--- src/hdl/bb3_pkg.sv ---
// Shared types, constants and helper functions for the edge-aware 3x3 box blur.
package bb3_pkg;

    localparam int PIX_BITS      = 8;
    localparam int CFG_W_BITS    = 11;
    localparam int CFG_H_BITS    = 13;
    localparam int CFG_EXT_BITS  = 14;
    localparam int CFG_DATA_BITS = 13;
    localparam int ROW_BITS      = 12;
    localparam int SUM_BITS      = 12;
    localparam int CNT_BITS      = 4;
    localparam int NUM_BITS      = 13;
    localparam int RECIP_BITS    = 18;
    localparam int RECIP_SHIFT   = 18;
    localparam int PROD_BITS     = NUM_BITS + RECIP_BITS;
    localparam int MAX_WIDTH_DEF = 1024;
    localparam int MAX_HEIGHT    = 4096;
    localparam int RESET_WIDTH   = 640;
    localparam int RESET_HEIGHT  = 480;

    typedef enum logic [0:0] {
        CFG_IMAGE_WIDTH  = 1'b0,
        CFG_IMAGE_HEIGHT = 1'b1
    } cfg_index_t;

    typedef struct packed {
        logic [PIX_BITS-1:0] red;
        logic [PIX_BITS-1:0] green;
        logic [PIX_BITS-1:0] blue;
    } pixel_t;

    typedef enum logic [3:0] {
        ST_IDLE,
        ST_PX_RD,
        ST_PX_WB,
        ST_DR_RM,
        ST_DR_RC,
        ST_DR_RP,
        ST_DR_LD,
        ST_SUM,
        ST_MUL,
        ST_OUT
    } state_t;

    typedef enum logic [1:0] {
        RD_COL,
        RD_DM1,
        RD_D0,
        RD_DP1
    } rd_sel_t;

    typedef struct packed {
        logic    px_take;
        logic    px_wb;
        logic    dr_shift;
        logic    dr_setup;
        logic    sum_load;
        logic    mul_load;
        logic    out_load;
        logic    next_res;
        rd_sel_t rd_sel;
    } cmd_t;

    typedef struct packed {
        logic frame_complete;
        logic emit_now;
        logic second_pending;
        logic out_free;
    } status_t;

    // Reciprocal of twice the neighbor count, scaled by 2^RECIP_SHIFT and rounded up.
    function automatic logic [RECIP_BITS-1:0] recip(input logic [CNT_BITS-1:0] count);
        logic [RECIP_BITS-1:0] m;
        begin
            case (count)
                4'd1:    m = 18'd131072;
                4'd2:    m = 18'd65536;
                4'd3:    m = 18'd43691;
                4'd4:    m = 18'd32768;
                4'd6:    m = 18'd21846;
                4'd9:    m = 18'd14564;
                default: m = '0;
            endcase
            return m;
        end
    endfunction

endpackage

--- src/hdl/bb3_ctrl.sv ---
// Controller state machine sequencing pixel, drain and result steps.
module bb3_ctrl (
    input  logic             clk,
    input  logic             rst_n,
    input  logic             in_valid,
    input  logic             in_drain,
    output logic             in_ready,
    input  bb3_pkg::status_t status,
    output bb3_pkg::cmd_t    cmd
);

    bb3_pkg::state_t state_reg;
    bb3_pkg::state_t state_next;

    always_ff @(posedge clk or negedge rst_n)
    begin
        if (!rst_n)
        begin
            state_reg <= bb3_pkg::ST_IDLE;
        end
        else
        begin
            state_reg <= state_next;
        end
    end

    always_comb
    begin
        state_next = state_reg;
        unique case (state_reg)
            bb3_pkg::ST_IDLE:
            begin
                if (in_valid)
                begin
                    if (status.frame_complete && in_drain)
                    begin
                        state_next = bb3_pkg::ST_DR_RM;
                    end
                    else if (!status.frame_complete && !in_drain)
                    begin
                        state_next = bb3_pkg::ST_PX_RD;
                    end
                end
            end
            bb3_pkg::ST_PX_RD: state_next = bb3_pkg::ST_PX_WB;
            bb3_pkg::ST_PX_WB:
            begin
                state_next = status.emit_now ? bb3_pkg::ST_SUM : bb3_pkg::ST_IDLE;
            end
            bb3_pkg::ST_DR_RM: state_next = bb3_pkg::ST_DR_RC;
            bb3_pkg::ST_DR_RC: state_next = bb3_pkg::ST_DR_RP;
            bb3_pkg::ST_DR_RP: state_next = bb3_pkg::ST_DR_LD;
            bb3_pkg::ST_DR_LD: state_next = bb3_pkg::ST_SUM;
            bb3_pkg::ST_SUM:   state_next = bb3_pkg::ST_MUL;
            bb3_pkg::ST_MUL:   state_next = bb3_pkg::ST_OUT;
            bb3_pkg::ST_OUT:
            begin
                if (status.out_free)
                begin
                    state_next = status.second_pending ? bb3_pkg::ST_SUM : bb3_pkg::ST_IDLE;
                end
            end
            default: state_next = bb3_pkg::ST_IDLE;
        endcase
    end

    always_comb
    begin
        cmd      = '0;
        cmd.rd_sel = bb3_pkg::RD_COL;
        in_ready = 1'b0;
        unique case (state_reg)
            bb3_pkg::ST_IDLE:
            begin
                in_ready    = 1'b1;
                cmd.px_take = in_valid;
            end
            bb3_pkg::ST_PX_RD: cmd.rd_sel = bb3_pkg::RD_COL;
            bb3_pkg::ST_PX_WB: cmd.px_wb = 1'b1;
            bb3_pkg::ST_DR_RM: cmd.rd_sel = bb3_pkg::RD_DM1;
            bb3_pkg::ST_DR_RC:
            begin
                cmd.rd_sel   = bb3_pkg::RD_D0;
                cmd.dr_shift = 1'b1;
            end
            bb3_pkg::ST_DR_RP:
            begin
                cmd.rd_sel   = bb3_pkg::RD_DP1;
                cmd.dr_shift = 1'b1;
            end
            bb3_pkg::ST_DR_LD:
            begin
                cmd.dr_shift = 1'b1;
                cmd.dr_setup = 1'b1;
            end
            bb3_pkg::ST_SUM: cmd.sum_load = 1'b1;
            bb3_pkg::ST_MUL: cmd.mul_load = 1'b1;
            bb3_pkg::ST_OUT:
            begin
                cmd.out_load = status.out_free;
                cmd.next_res = status.out_free && status.second_pending;
            end
            default: cmd = '0;
        endcase
    end

endmodule

--- config.mk ---
export PLATFORM = sky130hd
export DESIGN_NAME = bb3_ctrl
export DESIGN_NICKNAME = d
export VERILOG_FILES = /design/src/hdl/bb3_pkg.sv /design/src/hdl/bb3_ctrl.sv
export SDC_FILE = /design/constraint.sdc
export NUM_CORES = 1
export LEC_CHECK = 0
export BUFFER_PORTS_ARGS = -buffer_cell sky130_fd_sc_hd__clkbuf_2
export CAP_MARGIN = 10
export CORE_AREA = 4 4 41 43
export CTS_CLUSTER_SIZE = 24
export DETAILED_ROUTE_END_ITERATION = 16
export DIE_AREA = 0 0 45 47
export PLACE_DENSITY = 0.73
export REMOVE_ABC_BUFFERS = 1
export SLEW_MARGIN = 20
export SYNTH_ARGS = -nofsm -noshare
export SYNTH_HDL_FRONTEND = slang
export SYNTH_SLANG_ARGS = --single-unit
--- constraint.sdc ---
create_clock -name clk -period 1.3 [get_ports clk]
set_input_delay 0.065 -clock clk [delete_from_list [all_inputs] [get_ports clk]]
set_output_delay 0.065 -clock clk [all_outputs]
set_load 0.01 [all_outputs]
==> parameters.txt <==
Parameter                              Value

Power and ir drop
  Peak ir drop on the vdd network ... roughly 0.0015 V
  Sequential Power Share ... between 10% and 20%
  P per Cell Area ... about 2700 nW/µm²
  Sw power ... around 0.84 mW
  Internal power component ... approximately 1.3 mW
  Switching share of total power ... 39.7%
  Combinational group share of total power ... between 70% and 80%
  Leakage power ... about 0.38 nW
  Clock Power Share ... a little over 7%

Synthesis
  Unique cell type count in the Yosys netlist ... 34
  Dominant combinational cell family by area after synthesis ... simple AND/OR/NAND/NOR gates
  Number of instances in the synthesized netlist ... 48
  Portion of netlist area occupied by mux cells ... 0%
  Post-synth design cell area ... roughly 450 µm²
  Number of warnings issued by yosys ... 0
  Compound-gate portion of the synthesized area ... approximately a fifth
  Total of flip-flops plus latches after synthesis ... 4
  Proportion of synthesized chip area in sequential cells ... between 20 and 25%
  Mean post-synth cell area ... roughly 9.3 µm²
  Synth Area in Simple Gates ... 38.2%
  Share of the synthesized netlist area taken by xor and xnor gates ... around 2%
  Synth Area in Adders ... under 10%

Route
  Residual DRC count ... 0
  Post-detailed-routing wire length ... 1.30 mm
  Router iterations before antenna repair ... 3
  Via total after detailed routing ... 493
  Vias per cell ... around 5
  Initial drt markers ... 1
  Remaining antenna violation count after routing ... 0
  Avg WL per Cell ... 13.1 µm

Floorplanning
  Starting utilization of the core area ... 34.2%
  Overall die area ... roughly 2100 µm²
  Die outline width ... 45 µm
  Top Ports ... 19
  Die extent in y ... about 47 µm
  Cell Rows ... 13
  Standard cell core area ... about 1300 µm²

Critical path
  Critical-path maximum fanout ... 5
  Data arrival time of the critical path ... roughly 1400 ps
  Worst Setup Path Type ... register to primary output
  Worst path required time ... around 1200 ps
  Endpoint type of the worst setup path ... primary output
  Kind of start point of the critical path ... register

Clock network
  H-tree level count ... 1
  CTS sink count ... 4
  Clk Latency, worst-skew pair ... roughly 230 ps
  Root buffer cell ... clkbuf_4
  Clock tree buffer depth ... 2
  TritonCTS clock tree ... done
  Clock buffers created by TritonCTS ... 3
  Worst-path clk slew ... approximately 40 ps

Final layout
  Final layout net count ... 95
  Fill count ... roughly 120
  Fraction of layout cells with a size suffix above 1 ... between 80% and 90%
  Leading cell types in the layout, fill and taps excluded ... buf_4, clkbuf_2, buf_6
  Final design utilization ... 61.4%
  Total inserted antenna cells ... 0
  Count of non-filler cells in the finished layout ... around 100
  Area Overhead vs Synth ... 79.5%
  Max reg flops ... 4
  Most common cell after layout, fill and taps aside ... buf_4

Global routing
  Antenna violations before repair ... 0
  Total overflow reported by the global router ... 0
  Pin count of the biggest net entering global routing ... 11
  First-pass GRT wire length ... roughly 2.2 mm
  Number of global-route vias before repair ... 499
  GRT Overall Usage ... approximately 14%

Timing
  Final number of max-transition violations ... 0
  Maximum clock skew at final layout ... between 2 and 3 ps
  Number of hold-slack violations in the final timing report ... 0
  F_max ... ~690 MHz
  Worst Tran Pin Value ... roughly 220 ps
  Worst max-slew margin expressed relative to the limit ... 85.2%
  Setup WS post-layout ... -143 ps
  RSZ-0062 raised after global routing ... yes
  Final worst-path cycle share ... 111%
  Final period demand of the worst path ... approximately 1400 ps
  Total of endpoints with negative setup slack in the final report ... 11

Placement
  RePlAce Congestion ... between 0.8 and 0.9
  Number of input and output port buffers inserted ... 18
  Cell count after placement ... 89
  HPWL Detailed ... between 800 and 900 µm
  Worst slack, placed ... -79.7 ps

Run
  Reported max-cap violation count ... 0

Status
  Violated checks ... negative setup slack
  Status ... finished with violations

Hold path
  Worst min-delay path category ... primary input to register
-- power groups by stage --
stage	clock network [mW]	logic, mW	registers [mW]
finish	0.153	1.64	0.330
floorplan	0	0.556	0.355
CTS	0.158	1.45	0.320
detailed placement	0	1.12	0.307
global placement	0	1.09	0.303
global route	0.165	1.78	0.348
-- per-stage QoR --
stage	area, µm²	TNS, ps	power, mW	hold WS [ps]
6_report	800	-885	2.13	70.8
5_1_grt	800	-1790	2.30	80.4
4_1_cts	739	-813	1.93	65.3
3_5_place_dp	594	-186	1.42	-126
3_3_place_gp	594	-126	1.40	-124
2_1_floorplan	388	-420	0.910	-231
-- synth_stat cells --
cell type / count / share of area, %
a21oi_1: 1 / 1.1
a221o_1: 1 / 2.2
nand4_1: 1 / 1.4
nand2_1: 3 / 2.5
a22oi_1: 1 / 1.7
nor3b_1: 2 / 3.4
a211oi_1: 1 / 1.7
dfrtp_1: 4 / 22
a21boi_1: 1 / 1.7
clkbuf_8: 2 / 6.2
a211oi_2: 1 / 2.8
or2_2: 1 / 1.4
nor4b_1: 1 / 2.0
or4_4: 1 / 2.5
a21bo_2: 1 / 2.2
or2b_2: 2 / 3.9
nor2_1: 5 / 4.2
ha_1: 1 / 2.8
xnor2_1: 1 / 2.0
nor4_4: 1 / 4.8
buf_6: 2 / 5.1
nor3_1: 1 / 1.1
buf_4: 1 / 1.7
and4_2: 1 / 2.2
and2_1: 2 / 2.8
nor2_2: 1 / 1.4
a21boi_0: 1 / 1.7
o32ai_1: 1 / 2.0
a31o_2: 1 / 2.0
nand2b_2: 1 / 2.0
nand3_1: 1 / 1.1
and3_1: 1 / 1.4
inv_1: 1 / 0.84
o21bai_1: 1 / 1.7
-- routing by layer --
metal,track usage (%),wire length [µm],vias up
met5,0,0,-
met1,16.3,546,224
li1,-,-,248
met3,2.30,70,4
met2,25.1,656,17
met4,8.77,23,0
-- final timing paths --
| check | slack (ps) | cells after the start | endpoint | start |
|---|---|---|---|---|
| worst min-delay path | 70 | 2 | state_reg[0] | status[0] |
| worst max-delay path | -140 | 5 | cmd[2] | state_reg[2] |
| worst min register to register | 660 | 2 | state_reg[2] | state_reg[3] |
| max in group asynchronous | 990 | 2 | state_reg[1] | rst_n |
| worst max register to register | -110 | 4 | state_reg[2] | state_reg[2] |
| min in group asynchronous | 170 | 2 | state_reg[3] | rst_n |
-- final cells by class --
class                   count  area (µm²)  share of cell area (%)
well taps                  15        18.8                    2.35
repair buffers             38         279                    34.9
multi-input cells          38         370                    46.3
inverters                   1        3.75                   0.469
clock buffers               3        22.5                    2.82
flip-flops and latches      4         105                    13.1
-- kinds of logic after synthesis --
family | Yosys count
buf+inv | 6
xor+xnor | 1
flops | 4
fa+ha+maj | 1
compound gates | 11
simple gates | 25
-- timing repair --
action / in CTS / in global routing
setup buffers: 4 / 2
setup endpoints to repair: 14 / 14
hold buffers: 1 / 0
endpoints found under the hold margin: 4 / 0
gates resized for setup: 24 / 17
pin swaps: 10 / 5
gates cloned: 0 / 0
-- worst max-delay path, cell delays in order (launching register included) --
cell and delay, ps:
dfrtp_2 440, nor2_2 160, buf_6 110, and4_4 190
and2_4 120, clkbuf_2 120
No activity file was read; power rests on OpenSTA's default activity.
